## src/hdl/gms_pkg.sv

```systemverilog
`timescale 1ns / 1ps
// Shared widths, constants and types of the group mean subtraction unit.
// Used by every module of the block; depends on nothing else.
package gms_pkg;

  // One sample on the input side and one deviation on the output side.
  localparam int DATA_W = 32;
  localparam int DEV_W  = 33;

  // Response plus eight regressor columns travel on the ports.
  localparam int FIELD_LANES = 9;
  localparam int IN_TDATA_W  = 288;
  localparam int OUT_TDATA_W = 304;

  // Column count register.
  localparam int              CFG_W     = 4;
  localparam logic [CFG_W-1:0] CFG_RESET = 4'd8;

  // Flags that go out with each result word.
  typedef struct packed {
    logic last;
    logic ovf;
  } gms_flags_t;

endpackage

```

## src/hdl/gms_front.sv

```systemverilog
`timescale 1ns / 1ps
// Front end of the group mean subtraction unit: takes input words, writes rows
// into the current buffer half, keeps column sums and hands finished groups on.
// Uses gms_pkg.
module gms_front #(
  parameter int MAX_ROWS = 64,
  parameter int LANES    = 9,
  parameter int SUM_W    = 38,
  parameter int CNT_W    = 7,
  parameter int AW       = 7
) (
  input  logic                              clk,
  input  logic                              rst_n,
  input  logic                              in_valid,
  output logic                              in_ready,
  input  logic [gms_pkg::IN_TDATA_W-1:0]    in_data,
  input  logic                              in_last,
  input  logic                              grp_done,
  output logic                              wr_en,
  output logic [AW-1:0]                     wr_addr,
  output logic [LANES*gms_pkg::DATA_W-1:0]  wr_data,
  output logic                              push,
  output logic [LANES*SUM_W-1:0]            job_sums,
  output logic [CNT_W-1:0]                  job_cnt,
  output logic                              job_ovf,
  output logic                              job_bank
);
  import gms_pkg::*;

  localparam int ROW_W = AW - 1;

  logic [CNT_W-1:0]       rows_r, rows_nxt;
  logic [LANES*SUM_W-1:0] sums_r, sums_nxt, sums_add;
  logic                   ovf_r, ovf_nxt;
  logic                   bank_r, bank_nxt;
  logic [1:0]             busy_r, busy_nxt;
  logic                   take;
  logic                   keep;

  // Both buffer halves in use means the current half still belongs to the back end.
  assign in_ready = (busy_r != 2'd2);
  assign take     = in_valid & in_ready;
  assign keep     = (rows_r < CNT_W'(MAX_ROWS));

  // Running column sums with this word's samples added.
  for (genvar l = 0; l < LANES; l++) begin : g_sum
    assign sums_add[l*SUM_W +: SUM_W] = sums_r[l*SUM_W +: SUM_W]
                                      + SUM_W'(signed'(in_data[l*DATA_W +: DATA_W]));
  end

  // Row writes go into the current half at the next free row.
  assign wr_en   = take & keep;
  assign wr_addr = {bank_r, rows_r[ROW_W-1:0]};
  assign wr_data = in_data[LANES*DATA_W-1:0];

  // A last word closes the group and passes its totals to the job queue.
  assign push     = take & in_last;
  assign job_sums = keep ? sums_add : sums_r;
  assign job_cnt  = keep ? rows_r + CNT_W'(1) : rows_r;
  assign job_ovf  = ovf_r | ~keep;
  assign job_bank = bank_r;

  // Accumulator and counter updates.
  always_comb begin
    rows_nxt = rows_r;
    sums_nxt = sums_r;
    ovf_nxt  = ovf_r;
    bank_nxt = bank_r;
    if (take) begin
      if (keep) begin
        rows_nxt = rows_r + CNT_W'(1);
        sums_nxt = sums_add;
      end else begin
        ovf_nxt = 1'b1;
      end
      if (in_last) begin
        rows_nxt = '0;
        sums_nxt = '0;
        ovf_nxt  = 1'b0;
        bank_nxt = ~bank_r;
      end
    end
    busy_nxt = busy_r + {1'b0, push} - {1'b0, grp_done};
  end

  always_ff @(posedge clk) begin
    if (!rst_n) begin
      rows_r <= '0;
      sums_r <= '0;
      ovf_r  <= 1'b0;
      bank_r <= 1'b0;
      busy_r <= 2'd0;
    end else begin
      rows_r <= rows_nxt;
      sums_r <= sums_nxt;
      ovf_r  <= ovf_nxt;
      bank_r <= bank_nxt;
      busy_r <= busy_nxt;
    end
  end

endmodule

```

## config.mk

```make
export PLATFORM = sky130hd
export DESIGN_NAME = gms_front
export DESIGN_NICKNAME = d
export VERILOG_FILES = /design/src/hdl/gms_pkg.sv /design/src/hdl/gms_front.sv
export SDC_FILE = /design/constraint.sdc
export NUM_CORES = 2
export LEC_CHECK = 0
export BUFFER_PORTS_ARGS = -buffer_cell sky130_fd_sc_hd__buf_2
export CAP_MARGIN = 20
export CORE_AREA = 5 5 364 366
export DETAILED_ROUTE_END_ITERATION = 16
export DIE_AREA = 0 0 369 371
export PLACE_DENSITY = 0.54
export SLEW_MARGIN = 15
export SYNTH_ARGS = -nofsm -noshare
export SYNTH_HDL_FRONTEND = slang
export SYNTH_SLANG_ARGS = --single-unit
export TNS_END_PERCENT = 20
```

## constraint.sdc

```tcl
create_clock -name clk -period 10.4 [get_ports clk]
set_clock_uncertainty 0.05 [all_clocks]
set_input_delay 2.08 -clock clk [delete_from_list [all_inputs] [get_ports clk]]
set_output_delay 2.08 -clock clk [all_outputs]
set_load 0.03 [all_outputs]
```

==> metrics.txt <==
CTS tree=built; post-layout util=31.2%; Ys Warns=0; HPWL Detailed=113 mm; CTS clock-pin slew for the worst setup and hold paths=0.06 ns; min Tclk post-route=8.31 ns; synthesized flop and latch total=353; ys async rst share=0%; first-pass GRT wire length=212 mm; synth unique cells=84; Routed WL per cell=21.1 µm; most common cell after layout, fill and taps aside=buf_2; cts hold-fix bufs=0; post-route cell area=40,200 µm²; Final nets=5,839; leading area contributor after synthesis=dfxtp_1; RSZ-0062 raised after global routing=no; hold slack=0.423 ns; initial antenna violation count=15; setup TNS=0 ns; CTS Buf Count=52; Top FF cell, synth=dfxtp_1; syn avg cell area=7.32 µm²; share of cells above drive strength 1=21.8%; row count=132; cts repair resizes=0; startpoint types=input pin; PortBufs=941; 1st-pass router iterations=7; number of global-route vias before repair=33,600; CP max FO=4; Post-synth EDFFs=0; Seq/Total Area, Yosys=20.6%; Core Area=129,000 µm²; Post-Syn Instances=4,694; Starting Density=26.7%; WL final=146 mm; Ports=942; Yosys top cell area share=20.6%; postcts setup bufs=0; LEAKAGE=0.0184 µW; area grow syn2layout=16.9%; post-synth net total=5,332; clock root buffer=clkbuf_16; worst setup margin=2.09 ns; Via density=5.13; Die X=369 µm; GRT Overall Usage=20.1%; Post-DRT Antenna Nets=0; final hold violation count=0; Chip Height=371 µm; Clock Sinks=353; Setup-failing EPs final=0; Max Clk Rate=120 MHz; H-Tree Depth=2; worst skew pair latency=0.64 ns; worst path required time=8.27 ns; pwr/cell area=165 nW/µm²; nature of the critical path endpoint=output pin; pre-CTS setup slack=2.14 ns; # DRC=0; total grt overflow=0; DP Area=38,400 µm²; via count=35,500; most frequent cells in the layout=buf_2 (940), nand2_1 (701), o21ai_0 (614); Slew headroom=32.0%; Die ar.=137,000 µm²; worst IR drop on VDD=0.0989 mV; Final GP Congestion=0.920; max-slew violation count=0; Mapped Area=34,400 µm²; WP data arrival=6.18 ns; status=finished clean; Max clock buf depth=3; Hold Path Class=register to register; Max-Cap Viols=0; Synth area leaders=dfxtp_1 (21%), ha_1 (12%), o21ai_0 (8.9%), nand2_1 (7.7%), buf_4 (6.4%); Final Cycle Share=79.9%; 1st-iter DRT viols=2,558; worst slew pin tran=1.01 ns; Worst Setup Path Type=input pin to output pin; largest net degree at the start of global routing=184
## cell usage after synthesis (9+ instances only)
library cell / number
xor2_1: 140
nor2b_1: 79
a21o_1: 204
o21ai_0: 614
nand2b_1: 25
a22o_1: 22
xnor2_1: 179
a22oi_1: 112
o21ai_1: 19
nor3_1: 42
o31ai_1: 19
o211ai_1: 18
o22ai_1: 9
and2_1: 55
a211oi_1: 31
a41oi_1: 14
and3_1: 28
nand2_1: 704
a31oi_1: 33
buf_4: 295
dfxtp_1: 353
o41ai_1: 9
clkbuf_1: 213
inv_1: 97
o21bai_1: 62
fa_1: 9
a21oi_1: 339
o21a_1: 25
nor4_1: 9
ha_1: 336
nand3_1: 72
nand4_1: 46
mux2_2: 28
nor2_1: 277
or3_1: 12
a211o_1: 9
## path summary, 6_finish.rpt
path / startpoint / depth (start not counted) / endpoint / slack, ns
worst min-delay path: sums_r[68] / 2 / sums_r[68] / 0.42
worst max register to register: sums_r[266] / 13 / sums_r[300] / 6.23
worst max-delay path: in_data[224] / 15 / job_sums[300] / 2.09
worst min register to register: sums_r[68] / 2 / sums_r[68] / 0.42
## where the power goes
part / internal, µW / total (µW) / switching (µW)
clock network: 1080 / 1840 / 764
registers: 1470 / 1570 / 98.7
logic: 961 / 3210 / 2250
## cell families after synthesis
kind of cell / synth area share (%)
AOI/OAI and AO/OA: 29.7
xor gates and xnor gates: 8.13
adders and majority gates: 12.8
buffers and inverters: 9.97
DFF: 20.6
muxes: 1.03
and+or+nand+nor: 17.8
## layer usage
metal	part of all wire (%)	GRT usage, %	vias to the layer above
li1	-	-	17500
met1	44	25.5	16700
met2	48	34.7	1120
met3	6.4	4.08	168
met4	2.5	5.13	10
met5	0.040	0	-
## sequential cells by signal, indices dropped and copies added (netlist names)
name and flops:
busy_r 2, job_bank 1, ovf_r 1, rows_r 7, sums_r 342
## layout make-up
type                       instances  area (µm²)
timing repair buffer             970        4950
fill                           14000       88600
clock inverter                    22         204
clock buffer                      76        1510
tap                             1675        2100
multi-input combinational       3724       23900
sequential                       353        7070
antenna                           11        27.5
inverter                         100         380
## critical path, stage by stage
cell and delay (ns):
buf_2 0.10, ha_1 0.22, fa_1 0.41, a21oi_1 0.67, o21ai_0 0.27, a221oi_1 0.46
o21bai_1 0.19, a31o_2 0.31, a21o_1 0.23, a21oi_1 0.30, o21bai_1 0.11, a21oi_1 0.18
xor2_1 0.10, o21ai_0 0.28, buf_2 0.27
## per-stage QoR
stage | total power [µW] | cells
after floorplan | 3810 | 4694
after global placement | 4800 | 6821
after detailed placement | 4810 | 6822
after CTS | 6700 | 6920
after global routing | 7000 | 6923
final | 6620 | 6931
Note: power is estimated with default switching activity, not from simulation.
