--- src/hdl/gms_pkg.sv ---
`timescale 1ns / 1ps
// Shared widths, constants and types of the group mean subtraction unit.
// Used by every module of the block; depends on nothing else.
package gms_pkg;

  // One sample on the input side and one deviation on the output side.
  localparam int DATA_W = 32;
  localparam int DEV_W  = 33;

  // Response plus eight regressor columns travel on the ports.
  localparam int FIELD_LANES = 9;
  localparam int IN_TDATA_W  = 288;
  localparam int OUT_TDATA_W = 304;

  // Column count register.
  localparam int              CFG_W     = 4;
  localparam logic [CFG_W-1:0] CFG_RESET = 4'd8;

  // Flags that go out with each result word.
  typedef struct packed {
    logic last;
    logic ovf;
  } gms_flags_t;

endpackage

--- src/hdl/gms_back.sv ---
`timescale 1ns / 1ps
// Back end of the group mean subtraction unit: divides the column sums by the
// row count one quotient bit per cycle, then streams the buffered rows out with
// the means subtracted. Uses gms_pkg.
module gms_back #(
  parameter int LANES       = 9,
  parameter int SUM_W       = 38,
  parameter int CNT_W       = 7,
  parameter int AW          = 7,
  parameter int MAX_COLUMNS = 8
) (
  input  logic                              clk,
  input  logic                              rst_n,
  input  logic                              job_valid,
  output logic                              job_pop,
  input  logic [LANES*SUM_W-1:0]            job_sums,
  input  logic [CNT_W-1:0]                  job_cnt,
  input  logic                              job_ovf,
  input  logic                              job_bank,
  input  logic [gms_pkg::CFG_W-1:0]         cols,
  output logic                              rd_en,
  output logic [AW-1:0]                     rd_addr,
  input  logic [LANES*gms_pkg::DATA_W-1:0]  rd_data,
  output logic                              grp_done,
  output logic                              out_valid,
  input  logic                              out_ready,
  output logic [LANES*gms_pkg::DEV_W-1:0]   out_dev,
  output gms_pkg::gms_flags_t               out_flags
);
  import gms_pkg::*;

  localparam int ROW_W  = AW - 1;
  localparam int STEP_W = $clog2(SUM_W);

  typedef enum logic [3:0] {
    ST_IDLE = 4'b0001,
    ST_DIV  = 4'b0010,
    ST_SIGN = 4'b0100,
    ST_EMIT = 4'b1000
  } state_t;

  state_t                 state_r, state_nxt;
  logic [STEP_W-1:0]      step_r, step_nxt;
  logic [CNT_W-1:0]       rp_r, rp_nxt;
  logic                   rv_r, rv_nxt;
  logic                   ov_r, ov_nxt;
  logic                   rlast_r;
  logic                   olast_r;
  logic [CNT_W-1:0]       n_r;
  logic                   bank_r;
  logic                   ovf_r;
  logic [CFG_W-1:0]       act_r;
  logic [CFG_W-1:0]       act_w;
  logic [SUM_W-1:0]       quo_r   [LANES];
  logic [CNT_W-1:0]       rem_r   [LANES];
  logic [LANES-1:0]       neg_r;
  logic [SUM_W-1:0]       abs_w   [LANES];
  logic [CNT_W:0]         shift_w [LANES];
  logic [CNT_W:0]         sub_w   [LANES];
  logic [LANES-1:0]       fit_w;
  logic [LANES*DEV_W-1:0] dev_r, dev_w;
  logic                   adv;
  logic                   issue;

  // Read stage moves into the output register when that register is free.
  assign adv   = rv_r & (~ov_r | out_ready);
  assign issue = (state_r == ST_EMIT) && (rp_r != n_r) && (!rv_r || adv);

  assign rd_en   = issue;
  assign rd_addr = {bank_r, rp_r[ROW_W-1:0]};

  // Column count as seen by this group, held to the supported range.
  always_comb begin
    act_w = cols;
    if (cols == '0) begin
      act_w = CFG_W'(1);
    end else if (cols > CFG_W'(MAX_COLUMNS)) begin
      act_w = CFG_W'(MAX_COLUMNS);
    end
  end

  // Sum magnitudes and one restoring division step per lane.
  always_comb begin
    for (int l = 0; l < LANES; l++) begin
      abs_w[l]   = job_sums[l*SUM_W + SUM_W - 1] ? -job_sums[l*SUM_W +: SUM_W]
                                                 :  job_sums[l*SUM_W +: SUM_W];
      shift_w[l] = {rem_r[l], quo_r[l][SUM_W-1]};
      sub_w[l]   = shift_w[l] - {1'b0, n_r};
      fit_w[l]   = (shift_w[l] >= {1'b0, n_r});
    end
  end

  // Deviations of the row in the read stage; unused columns give zero.
  always_comb begin
    for (int l = 0; l < LANES; l++) begin
      if (l == 0 || CFG_W'(l - 1) < act_r) begin
        dev_w[l*DEV_W +: DEV_W] = DEV_W'(signed'(rd_data[l*DATA_W +: DATA_W]))
                                - quo_r[l][DEV_W-1:0];
      end else begin
        dev_w[l*DEV_W +: DEV_W] = '0;
      end
    end
  end

  // Sequencer: take a group, divide, fix signs, emit rows.
  always_comb begin
    state_nxt = state_r;
    step_nxt  = step_r;
    rp_nxt    = rp_r;
    rv_nxt    = rv_r;
    ov_nxt    = ov_r;
    job_pop   = 1'b0;
    grp_done  = 1'b0;
    unique case (state_r)
      ST_IDLE: begin
        if (job_valid) begin
          job_pop   = 1'b1;
          step_nxt  = '0;
          state_nxt = ST_DIV;
        end
      end
      ST_DIV: begin
        step_nxt = step_r + STEP_W'(1);
        if (step_r == STEP_W'(SUM_W - 1)) begin
          state_nxt = ST_SIGN;
        end
      end
      ST_SIGN: begin
        rp_nxt    = '0;
        rv_nxt    = 1'b0;
        state_nxt = ST_EMIT;
      end
      ST_EMIT: begin
        if (issue) begin
          rp_nxt = rp_r + CNT_W'(1);
        end
        rv_nxt = issue | (rv_r & ~adv);
        if (adv) begin
          ov_nxt = 1'b1;
        end else if (out_ready) begin
          ov_nxt = 1'b0;
        end
        if (ov_r && out_ready && olast_r) begin
          grp_done  = 1'b1;
          state_nxt = ST_IDLE;
        end
      end
      default: begin
        state_nxt = ST_IDLE;
      end
    endcase
  end

  always_ff @(posedge clk) begin
    if (!rst_n) begin
      state_r <= ST_IDLE;
      step_r  <= '0;
      rp_r    <= '0;
      rv_r    <= 1'b0;
      ov_r    <= 1'b0;
    end else begin
      state_r <= state_nxt;
      step_r  <= step_nxt;
      rp_r    <= rp_nxt;
      rv_r    <= rv_nxt;
      ov_r    <= ov_nxt;
    end
  end

  // Divider lanes and group context.
  always_ff @(posedge clk) begin
    unique case (state_r)
      ST_IDLE: begin
        if (job_valid) begin
          n_r    <= job_cnt;
          bank_r <= job_bank;
          ovf_r  <= job_ovf;
          act_r  <= act_w;
          for (int l = 0; l < LANES; l++) begin
            quo_r[l] <= abs_w[l];
            rem_r[l] <= '0;
            neg_r[l] <= job_sums[l*SUM_W + SUM_W - 1];
          end
        end
      end
      ST_DIV: begin
        for (int l = 0; l < LANES; l++) begin
          rem_r[l] <= fit_w[l] ? sub_w[l][CNT_W-1:0] : shift_w[l][CNT_W-1:0];
          quo_r[l] <= {quo_r[l][SUM_W-2:0], fit_w[l]};
        end
      end
      ST_SIGN: begin
        // Quotient magnitude becomes the mean, truncated toward zero.
        for (int l = 0; l < LANES; l++) begin
          quo_r[l] <= neg_r[l] ? -quo_r[l] : quo_r[l];
        end
      end
      ST_EMIT: begin
      end
      default: begin
      end
    endcase
    if (issue) begin
      rlast_r <= (rp_r + CNT_W'(1) == n_r);
    end
    if (adv) begin
      dev_r   <= dev_w;
      olast_r <= rlast_r;
    end
  end

  assign out_valid      = ov_r;
  assign out_dev        = dev_r;
  assign out_flags.last = olast_r;
  assign out_flags.ovf  = ovf_r;

endmodule

--- config.mk ---
export PLATFORM = sky130hd
export DESIGN_NAME = gms_back
export DESIGN_NICKNAME = d
export VERILOG_FILES = /design/src/hdl/gms_pkg.sv /design/src/hdl/gms_back.sv
export SDC_FILE = /design/constraint.sdc
export NUM_CORES = 2
export LEC_CHECK = 0
export BUFFER_PORTS_ARGS = -buffer_cell sky130_fd_sc_hd__buf_2
export CORE_AREA = 2 2 370 372
export DETAILED_ROUTE_END_ITERATION = 12
export DIE_AREA = 0 0 372 374
export GPL_TIMING_DRIVEN = 0
export PLACE_DENSITY = 0.67
export REMOVE_ABC_BUFFERS = 1
export SYNTH_ARGS = -nofsm -noshare
export SYNTH_HDL_FRONTEND = slang
export SYNTH_SLANG_ARGS = --single-unit
--- constraint.sdc ---
create_clock -name clk -period 16.55 [get_ports clk]
set_clock_uncertainty 0.2 [all_clocks]
set_input_delay 0.8275 -clock clk [delete_from_list [all_inputs] [get_ports clk]]
set_output_delay 0.8275 -clock clk [all_outputs]
set_load 0.05 [all_outputs]
==> reports/metrics.cfg <==
[sta]
hold_violations = 0
setup_viol = 0
relSlewSlack = 0.0792
tightest_slew_ps = 1380
period_share = 0.324
maxSlewViolCount = 0
rsz0062_at_grt = false
fin_ws_ps = 11190
fmax_mhz = 187
period_needed_ps = 5360

[cts]
ctsResizeCount = 0
clock_sinks = 745
cts-htree-levels = 3
cts_hold_buf = 0
cts_tree = yes
path_clk_slew_ps = 60
clk_latency_ps = 710
numCtsBuffers = 95
cts_setup_buffers = 0
cts_root_buf = clkbuf_16
cts_buffer_depth = 3

[die]
io_pins = 957
rows = 135
die_width_um = 372
core_um2 = 135000
dieArea_um2 = 139000
start_util = 0.463
fp.dieH_um = 374

[drt]
drc = 0
met3_length_mm = 17.5
dr_total_vias = 58800
drtIter0Drc = 4629
wl_per_cell_um = 22.0
top_layer_used = met5
dr_wl_met2_mm = 103
wl_met1_mm = 86.8
viasPerCell = 5.93
wl_mm = 218
antenna_left = 0
firstDrtPassIters = 10

[place]
dp_slack_ps = 11210
dpl.hpwl_mm = 168
portBuffers = 956
gp_congestion = 0.979
place_inst = 9666

[finish]
syn2layout_area_growth_pct = 16.7
stdcell_count = 9922
layout_common_cells = buf_2, edfxtp_1, nor2_1
final_util = 0.540
drive_gt1_frac = 0.156
final_common_cell = buf_2
nNetsFinal = 9019

[synthesis]
synth_ff_type = edfxtp_1
yosys_register_bits = 745
synth_edf_count = 726
synthTopCellsByArea = edfxtp_1, ha_1, xnor2_1, xor2_1, a21oi_1
ys_seq_area_frac = 0.355
syn_inst = 7194
synth_top_cell_by_area = edfxtp_1
synth.distinct_cells = 82
avgSynthCellArea_um2 = 8.68
synth_top_area_frac = 0.349
async_flop_share = 0
netlist_area_um2 = 62400
yosysWarnings = 0

[critical_path]
worstPathCellList = clkinv_2 > nand3_4 > buf_16 > buf_16 > buf_16 > nand2_4 > buf_16 > a21o_2
crit_path_end_kind = flip-flop
r2r.worst_path.cells = 8
critPathKind = reg2reg
critPathLaunchType = flip-flop
cp.depth = 8
crit_path_max_incr_delay_ps = 860
crit_arrival_ps = 5480
cp_common_cell = buf_16
r2r-end = quo_r[0][275]
crit_end = quo_r[0][275]
crit_required_ps = 16670
crit_family = buffers and inverters
setup.worst_path.start = state_r[2]
crit_path_max_fanout = 66
worst-path-buf-inv = 5
r2r_slack_ps = 11190
slowest_stage = clkinv_2
r2r-start = state_r[2]

[global_route]
gr-total-overflow = 0
track_usage = 0.299
grt_pass1_wl_mm = 326
antenna_found_initial = 128
grt_max_degree = 82
grt_pass1_vias = 56300

[power_and_ir_drop]
power_density_nw_per_um2 = 158
leakagePower_nw = 29.5
vdd_ir_drop_max_mv = 0.105

[job]
drv_cap = 0

[min_path]
min_path_cells = 1
hp-class = in2reg

[run_status]
outcome = finished, final reports clean

==> final cells by class <==
| cell class | count | area [um^2] |
|---|---|---|
| multi-input cells | 5680 | 37500 |
| clock buffers | 120 | 2650 |
| repair buffers | 1009 | 5800 |
| fillers | 12600 | 62100 |
| clock inverters | 52 | 628 |
| diodes | 84 | 210 |
| well taps | 1781 | 2230 |
| flip-flops and latches | 745 | 22200 |
| inverters | 451 | 1690 |
==> how the worst min path moves through the flow <==
stage | slack, ps | from | end
2_1_floorplan | 200 | rlast_r | olast_r
3_3_place_gp | 210 | rlast_r | olast_r
3_5_place_dp | 210 | rlast_r | olast_r
4_1_cts | 50 | job_cnt[5] | n_r[5]
5_1_grt | 80 | job_cnt[5] | n_r[5]
6_report | 100 | job_cnt[5] | n_r[5]
==> where the power goes <==
part           leakage (nW)  total, mW  internal (mW)  switching, mW
Combinational          20.9       5.75           2.16           3.59
Sequential             6.94       3.49           2.98          0.510
Clock                  1.60       2.24           1.33          0.907
Total                  29.5       11.5           6.48           5.00
==> per-stage QoR <==
step	instance area, um^2	setup TNS (ps)	hold WS (ps)	total power, mW
2_1_floorplan	61200	-278370	200	7.67
3_3_place_gp	68200	-	208	9.24
3_5_place_dp	69400	0	209	9.18
4_1_cts	72600	0	50.8	11.5
5_1_grt	72800	0	78.3	12.3
6_report	72900	0	95.3	11.5
==> synth_stat cells (100+ instances only) <==
cell type and count:
a211oi_1 126, a21o_1 185, a21oi_1 570, clkbuf_1 274
edfxtp_1 726, ha_1 372, inv_1 447, nand2_1 532
nand3_1 147, nand4_1 100, nor2_1 676, nor2b_1 132
nor3_1 187, o211ai_1 140, o21ai_0 509, o31ai_1 101
xnor2_1 467, xor2_1 349
==> cell families after synthesis <==
logic type	Yosys count	synth area share
simple gates	2351	0.186
fa+ha+maj	390	0.0803
compound gates	2078	0.210
xor+xnor	816	0.114
buf+inv	769	0.0468
mux	45	0.00725
flops	745	0.355
==> layer usage <==
| layer | GRT usage | up-vias |
|---|---|---|
| met3 | 0.0691 | 523 |
| met1 | 0.364 | 27900 |
| li1 | - | 28100 |
| met4 | 0.148 | 84 |
| met5 | 0 | - |
| met2 | 0.494 | 2174 |
==> state kept, by name, summed over array words and instances (netlist names) <==
signal and count:
step_r 6, rv_r 1, out_valid 1, rp_r 7
act_r 4, quo_r 342, out_dev 297, state_r 4
rem_r 63, neg_r 9, n_r 7, rlast_r 1
bank_r 1, olast_r 1, ovf_r 1
Power figures use the tool's default switching activity.
