`src/hdl/gms_pkg.sv`:
```
`timescale 1ns / 1ps
// Shared widths, constants and types of the group mean subtraction unit.
// Used by every module of the block; depends on nothing else.
package gms_pkg;

  // One sample on the input side and one deviation on the output side.
  localparam int DATA_W = 32;
  localparam int DEV_W  = 33;

  // Response plus eight regressor columns travel on the ports.
  localparam int FIELD_LANES = 9;
  localparam int IN_TDATA_W  = 288;
  localparam int OUT_TDATA_W = 304;

  // Column count register.
  localparam int              CFG_W     = 4;
  localparam logic [CFG_W-1:0] CFG_RESET = 4'd8;

  // Flags that go out with each result word.
  typedef struct packed {
    logic last;
    logic ovf;
  } gms_flags_t;

endpackage

```
`src/hdl/gms_job_q.sv`:
```
`timescale 1ns / 1ps
// Two-entry queue of finished groups between the front and back ends of the
// group mean subtraction unit. Uses gms_pkg.
module gms_job_q #(
  parameter int W = 352
) (
  input  logic         clk,
  input  logic         rst_n,
  input  logic         push,
  input  logic [W-1:0] push_data,
  input  logic         pop,
  output logic         head_valid,
  output logic [W-1:0] head_data
);
  import gms_pkg::*;

  logic [W-1:0] ent_r [2];
  logic         wp_r;
  logic         rp_r;
  logic [1:0]   cnt_r;

  // Entry storage.
  always_ff @(posedge clk) begin
    if (push) begin
      ent_r[wp_r] <= push_data;
    end
  end

  // Pointers and fill level.
  always_ff @(posedge clk) begin
    if (!rst_n) begin
      wp_r  <= 1'b0;
      rp_r  <= 1'b0;
      cnt_r <= 2'd0;
    end else begin
      if (push) begin
        wp_r <= ~wp_r;
      end
      if (pop) begin
        rp_r <= ~rp_r;
      end
      cnt_r <= cnt_r + {1'b0, push} - {1'b0, pop};
    end
  end

  assign head_valid = (cnt_r != 2'd0);
  assign head_data  = ent_r[rp_r];

endmodule

```
`config.mk`:
```
export PLATFORM = sky130hd
export DESIGN_NAME = gms_job_q
export DESIGN_NICKNAME = d
export VERILOG_FILES = /design/src/hdl/gms_pkg.sv /design/src/hdl/gms_job_q.sv
export SDC_FILE = /design/constraint.sdc
export NUM_CORES = 1
export LEC_CHECK = 0
export ABC_CLOCK_PERIOD_IN_PS = 22000
export BUFFER_PORTS_ARGS = -buffer_cell sky130_fd_sc_hd__buf_2
export CAP_MARGIN = 10
export CORE_AREA = 10 10 269 271
export CTS_CLUSTER_SIZE = 16
export DETAILED_ROUTE_END_ITERATION = 8
export DIE_AREA = 0 0 279 281
export SYNTH_ARGS = -nofsm -noshare
export SYNTH_HDL_FRONTEND = slang
export SYNTH_SLANG_ARGS = --single-unit
```
`constraint.sdc`:
```
create_clock -name clk -period 22 [get_ports clk]
set_input_delay 2.2 -clock clk [delete_from_list [all_inputs] [get_ports clk]]
set_output_delay 2.2 -clock clk [all_outputs]
set_load 0.01 [all_outputs]
```
==> results of run 1 <==
-- layout by cell type (no fill, tap or decap), types with 2 or more instances in the layout --
master     instances
clkinv_1          15
nor2b_1            2
clkinv_16          2
mux2_2           304
edfxtp_1         704
mux2_4            10
and2_1             3
clkbuf_1          17
inv_1              2
bufinv_16          9
clkbuf_16         77
buf_2            708
diode_2           15
mux2_1            38
dfxtp_1            4
buf_4             13
clkinv_2          11
ha_1               2
inv_6              2
inv_16             2
-- cells by family after synthesis --
kind of cell | after synthesis | synth area share [%]
compound gates | 1 | 0.0292
flops | 709 | 82.5
buf+inv | 41 | 1.55
mux | 352 | 15.5
fa+ha+maj | 2 | 0.0971
xor+xnor | 2 | 0.121
simple gates | 8 | 0.194
-- flip-flops by register name (all words and copies together) (netlist names), named ones only --
name / cells
cnt_r: 2
wp_r: 1
rp_r: 1
ent_r: 704
-- tightest hold or removal path, cell delays in order, from the launching register on --
cell,delay [ns]
dfxtp_1,0.32
xor2_1,0.07
and2_1,0.15
-- power by group --
part	switching (W)	internal (W)	total, W
sequential	0.0000187	0.00156	0.00158
combinational	0.000172	0.000138	0.000310
clock	0.000513	0.000754	0.00127
total	0.000704	0.00246	0.00316
-- stage by stage --
| stage | area, µm² | total power [W] | hold WS, ns | cells |
|---|---|---|---|---|
| floorplan | 25800 | 0.00181 | 0.555 | 1115 |
| global placement | 30100 | 0.00192 | 0.557 | 2671 |
| detailed placement | 30100 | 0.00193 | 0.569 | 2671 |
| CTS | 32600 | 0.00320 | 0.577 | 2807 |
| global route | 32700 | 0.00328 | 0.610 | 2818 |
| finish | 32700 | 0.00316 | 0.571 | 2822 |
-- area by class of cell --
class                           instances  area share [%]
Antenna cell                           15           0.115
Sequential cell                       709            65.0
Timing Repair Buffer                  722            11.2
Multi-Input combinational cell        365            12.6
Clock buffer                           94            6.09
Tap cell                              873            3.34
Inverter                                2          0.0230
Clock inverter                         42            1.56
-- worst max path at each step --
stage	from	endpoint	slack (ns)	depth (start not counted)
global route	register	head_data[249]	15.58	4
finish	register	head_data[201]	15.81	4
detailed placement	push	ent_r[1][183]	15.98	5
CTS	register	head_data[243]	15.75	4
floorplan	push	wp_r	3.43	2
global placement	push	ent_r[1][183]	16.06	5
-- per-layer routing --
layer	up-vias	wire length (µm)	global-route usage, %
li1	6020	-	-
met1	6600	22700	16.2
met2	531	35200	28.7
met3	135	6300	7.02
met4	28	2080	7.18
met5	-	182	0
==> results by group, run 1 <==
Die
  – Initial core utilization: 38.6%
  – Die width: 279 µm
  – Core ar.: 66800 µm²
  – Die area: 78400 µm²
  – IO Pins: 709
  – Row Count: 95
  – DIE HEIGHT: 281 µm

Power and ir drop
  – Leak: 12.2 nW
  – Power per Cell Area: 96.7 nW/µm²
  – Worst VDD drop: 66.8 µV

Logic synthesis
  – Seq/Total Area, Yosys: 82.5%
  – Post-synth top cells: edfxtp_1 (704), mux2_2 (304), mux2_1 (38), buf_6 (31), mux2_4 (10)
  – Syn Area/Cell: 23.1 µm²
  – Share of the synthesized area in the top cell type: 82.1%
  – Cell area after synthesis: 25800 µm²
  – Synth warn: 0
  – Area leader, netlist: edfxtp_1
  – Synth Net Count: 1473
  – Synth cell types: 16
  – Main synth FF type: edfxtp_1
  – Top post-synthesis cells by area: edfxtp_1 (82%), mux2_2 (13%), mux2_1 (1.7%), buf_6 (1.4%), mux2_4 (0.58%)
  – Share of flip-flops with an asynchronous set or reset: 0%
  – Cell count after synthesis: 1115
  – Yosys reg bits: 709
  – Count leader, synth: edfxtp_1
  – Post-synth EDFFs: 704

Critical path
  – Crit Path Max Fanout: 74
  – Buf/Inv on CP: 3
  – Critical path class: register to primary output
  – Flop-to-flop setup slack: 18.02 ns
  – CP max-delay cell: buf_4
  – Critical Path Sink Type: primary output
  – Reg2reg path depth: 4
  – Worst path arrival time: 3.99 ns
  – Crit-path most repeated cell: buf_4
  – CP delay by family, top: buffers and inverters
  – Critical Path, Cell by Cell: buf_4 -> buf_4 -> mux2_2 -> buf_2
  – Critical path's largest stage delay: 0.90 ns
  – CP Launch Type: register
  – Reg-to-reg endpoint: ent_r[1][176]
  – Worst reg2reg path startpoint: wp_r
  – Required @ worst endpoint: 19.80 ns

Clocking
  – CTS max path bufs: 3
  – Max H-tree Level: 3
  – Post-CTS sizing: 0
  – CTS tree: done
  – Clock slew seen by the registers of the worst setup and hold paths: 0.06 ns
  – Clock sink count: 709
  – Post-CTS setup buffer count: 0
  – Clk root buf: clkbuf_16
  – Total CTS buffers: 75
  – Worst-Skew Late Latency: 0.61 ns
  – Post-CTS Hold Buffers: 0

Timing
  – Final worst setup slack: 15.81 ns
  – Unrepaired setup endpoints after global routing: false
  – Setup TNS: 0 ns
  – Final Cycle Share: 28.1%
  – Max_slew headroom: 25.4%
  – Final Setup Violations: 0
  – Min Tclk post-route: 6.19 ns
  – Maximum clock frequency: 162 MHz
  – Fin. max-slew vios: 0
  – Endpoints failing hold: 0
  – Worst-margin pin slew: 1.12 ns
  – Post-Route Skew: 0.0215 ns

Final layout
  – Nets: 2233
  – Layout Area Growth over Synthesis: 26.8%
  – Final Util: 48.9%
  – Final-layout fill cell count: 5618
  – Storage cell area: 21200 µm²
  – Layout cells sized above 1: 59.2%
  – Multi-input combinational cell area: 4130 µm²

GRT
  – Total global-route track usage: 16.2%
  – Initial antenna violation count: 30
  – GRT Residual Overflow: 0
  – First-pass GRT wire length: 93.9 mm
  – Largest net degree at the start of global routing: 155
  – Vias in the first global route: 14500

Detailed routing
  – DR pass1 iterations: 4
  – DR iter-0 viols: 920
  – Routed wire length per instance: 23.5 µm
  – Vias per cell: 4.72
  – DRT antenna net count: 0
  – Detailed Route WL: 66.4 mm
  – Total number of vias: 13300
  – # DRC: 0

Placed design
  – # port buffers: 708
  – Post-place setup slack: 15.98 ns
  – Detailed placer's ending HPWL: 48.2 mm
  – Placer Congestion: 0.823

Worst hold path
  – Min-Delay Path Depth: 2
  – Hold_sp: rp_r
  – Hold Crit Class: register to register

Run status
  – Status: complete, no violations

Run
  – Max cap viols: 0
No activity file was read; power rests on OpenSTA's default activity.
==> inputs of run 2 (changes only) <==
==> config.mk (replaced) <==
export PLATFORM = sky130hd
export DESIGN_NAME = gms_job_q
export DESIGN_NICKNAME = d
export VERILOG_FILES = /design/src/hdl/gms_pkg.sv /design/src/hdl/gms_job_q.sv
export SDC_FILE = /design/constraint.sdc
export NUM_CORES = 1
export LEC_CHECK = 0
export ABC_AREA = 1
export ABC_CLOCK_PERIOD_IN_PS = 5300
export BUFFER_PORTS_ARGS = -buffer_cell sky130_fd_sc_hd__buf_2
export CAP_MARGIN = 10
export CORE_AREA = 10 10 267 269
export CTS_CLUSTER_SIZE = 16
export DETAILED_ROUTE_END_ITERATION = 8
export DIE_AREA = 0 0 277 279
export SYNTH_ARGS = -nofsm -noshare
export SYNTH_HDL_FRONTEND = slang
export SYNTH_SLANG_ARGS = --single-unit
==> constraint.sdc (replaced) <==
create_clock -name clk -period 5.3 [get_ports clk]
set_input_delay 0.53 -clock clk [delete_from_list [all_inputs] [get_ports clk]]
set_output_delay 0.53 -clock clk [all_outputs]
set_load 0.01 [all_outputs]
==> run 2 against run 1 <==
  * Largest power group unchanged
  * Utilization up 0.88 points
  * Wire length up 0.79%
  * Clock-buffer cell count down 4
  * Sequential share of layout area about the same
  * Non-clock buffer count up 6
  * First-iteration DRC count up 1.8%
  * Hold slack worse by 0.46 ns
==> results by group, run 2 <==
Critical path
  – Crit Path Max Fanout: 42 (-43%)
  – Worst path arrival time: 2.51 ns (-1.48 ns)
  – Critical path class: register to primary output
  – Critical Path Sink Type: primary output
  – Required @ worst endpoint: 4.77 ns (-15.03 ns)
  – CP Launch Type: register

Logic synthesis
  – Post-synth EDFFs: 704 (unchanged)
  – Count leader, synth: edfxtp_1
  – Top post-synthesis cells by area: edfxtp_1 (82%), mux2_2 (13%), mux2_1 (1.7%), buf_6 (1.4%), mux2_4 (0.58%)
  – Syn Area/Cell: 22.9 µm² (-1.1%)
  – Cell count after synthesis: 1127 (+1.1%)
  – Seq/Total Area, Yosys: 82.5% (unchanged)
  – Post-synth top cells: edfxtp_1 (704), mux2_2 (304), mux2_1 (38), buf_6 (31), mux2_4 (10)
  – Synth cell types: 14 (-2)
  – Share of flip-flops with an asynchronous set or reset: 0% (unchanged)
  – Cell area after synthesis: 25800 µm² (unchanged)
  – Synth warn: 0 (unchanged)
  – Yosys reg bits: 709 (unchanged)
  – Synth Net Count: 1485 (+0.81%)
  – Main synth FF type: edfxtp_1
  – Share of the synthesized area in the top cell type: 82.1% (unchanged)
  – Area leader, netlist: edfxtp_1

Detailed routing
  – # DRC: 0 (unchanged)
  – Total number of vias: 13400 (+0.89%)
  – DR iter-0 viols: 937 (+1.8%)
  – DR pass1 iterations: 5 (+1)
  – Vias per cell: 4.73 (+0.36%)
  – Detailed Route WL: 66.9 mm (+0.79%)
  – DRT antenna net count: 0 (unchanged)
  – Routed wire length per instance: 23.6 µm (+0.26%)

Clocking
  – Post-CTS Hold Buffers: 0 (unchanged)
  – Worst-Skew Late Latency: 0.59 ns (-0.02 ns)
  – Total CTS buffers: 75 (unchanged)
  – Max H-tree Level: 3 (unchanged)
  – Clock sink count: 709 (unchanged)
  – Post-CTS setup buffer count: 0 (unchanged)
  – Post-CTS sizing: 0 (unchanged)
  – Clk root buf: clkbuf_16
  – Clock slew seen by the registers of the worst setup and hold paths: 0.06 ns (about the same)
  – CTS max path bufs: 3 (unchanged)
  – CTS tree: done

Power and ir drop
  – Power per Cell Area: 388 nW/µm² (+300%)
  – Worst VDD drop: 276 µV (+310%)
  – Leak: 12.2 nW (about the same)

Run status
  – Status: complete, no violations

Final layout
  – Most frequent cells in the layout: buf_2 (708), edfxtp_1 (704), mux2_2 (304)
  – Non-Filler Instances: 2837 (+0.53%)
  – Layout Area Growth over Synthesis: 26.8% (about the same)
  – Largest Register: ent_r
  – Most common cell after layout, fill and taps aside: buf_2
  – Final Util: 49.8% (+0.88 points)
  – Largest register FFs: 704 (unchanged)
  – Layout cells sized above 1: 59.0% (-0.19 points)
  – Nets: 2251 (+0.81%)
  – Top Registers: ent_r x704, cnt_r x2

Placed design
  – Cell count after placement: 2680 (+0.34%)
  – # port buffers: 708 (unchanged)
  – Placer Congestion: 0.843 (+2.4%)
  – Detailed placer's ending HPWL: 48.6 mm (+0.78%)

Die
  – Die area: 77300 µm² (-1.4%)
  – DIE HEIGHT: 279 µm (-0.71%)
  – IO Pins: 709 (unchanged)
  – Core ar.: 65600 µm² (-1.8%)
  – Row Count: 94 (-1.1%)
  – Die width: 277 µm (-0.72%)
  – Initial core utilization: 39.2% (+0.69 points)

Timing
  – Final Cycle Share: 57.4%
  – Fin. max-slew vios: 0 (unchanged)
  – Worst-margin pin slew: 0.870 ns (-0.249 ns)
  – Min Tclk post-route: 3.04 ns
  – Post-Route Skew: 0.0193 ns (-0.00219 ns)
  – Maximum clock frequency: 329 MHz
  – Max_slew headroom: 42.0% (+17 points)
  – Unrepaired setup endpoints after global routing: false
  – Final Setup Violations: 0 (unchanged)
  – Endpoints failing hold: 0 (unchanged)

Run
  – Max cap viols: 0 (unchanged)

GRT
  – First-pass GRT wire length: 94.7 mm (+0.82%)
  – Initial antenna violation count: 27 (-10%)
  – Vias in the first global route: 14300 (-1.0%)
  – Total global-route track usage: 16.4% (+0.23 points)
  – GRT Residual Overflow: 0 (unchanged)
  – Largest net degree at the start of global routing: 123 (-21%)

Worst hold path
  – Hold Crit Class: primary input to register
[run 2: path summary, 6_finish.rpt]
| path | startpoint | endpoint | slack (ns) | cells past startpoint |
|---|---|---|---|---|
| setup / recovery | register | head_data[288] | 2.26 | 3 |
| hold / removal | push_data[321] | ent_r[1][321] | 0.11 | 1 |
| setup reg to reg | wp_r | ent_r[1][172] | 3.13 | 3 |
| hold reg to reg | rp_r | register | 0.50 | 2 |
[run 2: final cells by class]
type,instances,area [µm²]
fill,5487,33000
sequential,709,21200
clock buffer,90,2000
tap,864,1080
clock inverter,46,352
multi-input combinational,372,4120
timing repair buffer,728,3780
antenna,21,52.6
inverter,7,42.5
[run 2: power breakdown]
| group | internal, W | total, W | switching (W) |
|---|---|---|---|
| sequential | 0.00650 | 0.00658 | 0.0000727 |
| combinational | 0.000508 | 0.00117 | 0.000661 |
| clock | 0.00281 | 0.00493 | 0.00211 |
[run 2: worst max-delay path: stages, from the launching register on]
cell and delay (ns):
dfxtp_4 0.79, buf_4 0.53, mux2_2 0.41, buf_2 0.15
[run 2: per-stage QoR]
step | total power (W) | instance area [µm²] | TNS (ns) | hold slack [ns] | setup WS [ns]
floorplan | 0.00734 | 25800 | -636.99 | 0.463 | -0.949
finish | 0.0127 | 32700 | 0 | 0.112 | 2.26
CTS | 0.0129 | 32600 | 0 | 0.0575 | 2.14
global placement | 0.00786 | 30300 | 0 | 0.481 | 2.81
detailed placement | 0.00789 | 30300 | 0 | 0.491 | 2.80
global route | 0.0132 | 32700 | 0 | 0.0692 | 2.09
[run 2: kinds of logic (layout without fill, tap and decap cells)]
family	count (synthesis)	in the layout	synth area share, %
buffers and inverters	46	871	1.62
and+or+nand+nor	17	17	0.253
muxes	352	352	15.5
AOI/OAI and AO/OA	1	1	0.0194
other	0	21	0
DFF	709	709	82.5
adders and majority gates	2	2	0.0971
[run 2: per-layer routing]
metal	up-vias	GRT usage [%]	routed length, µm
li1	6071	-	-
met1	6734	16.4	22700
met2	485	29.7	36100
met3	129	6.25	5690
met4	14	7.69	2310
met5	-	0	84
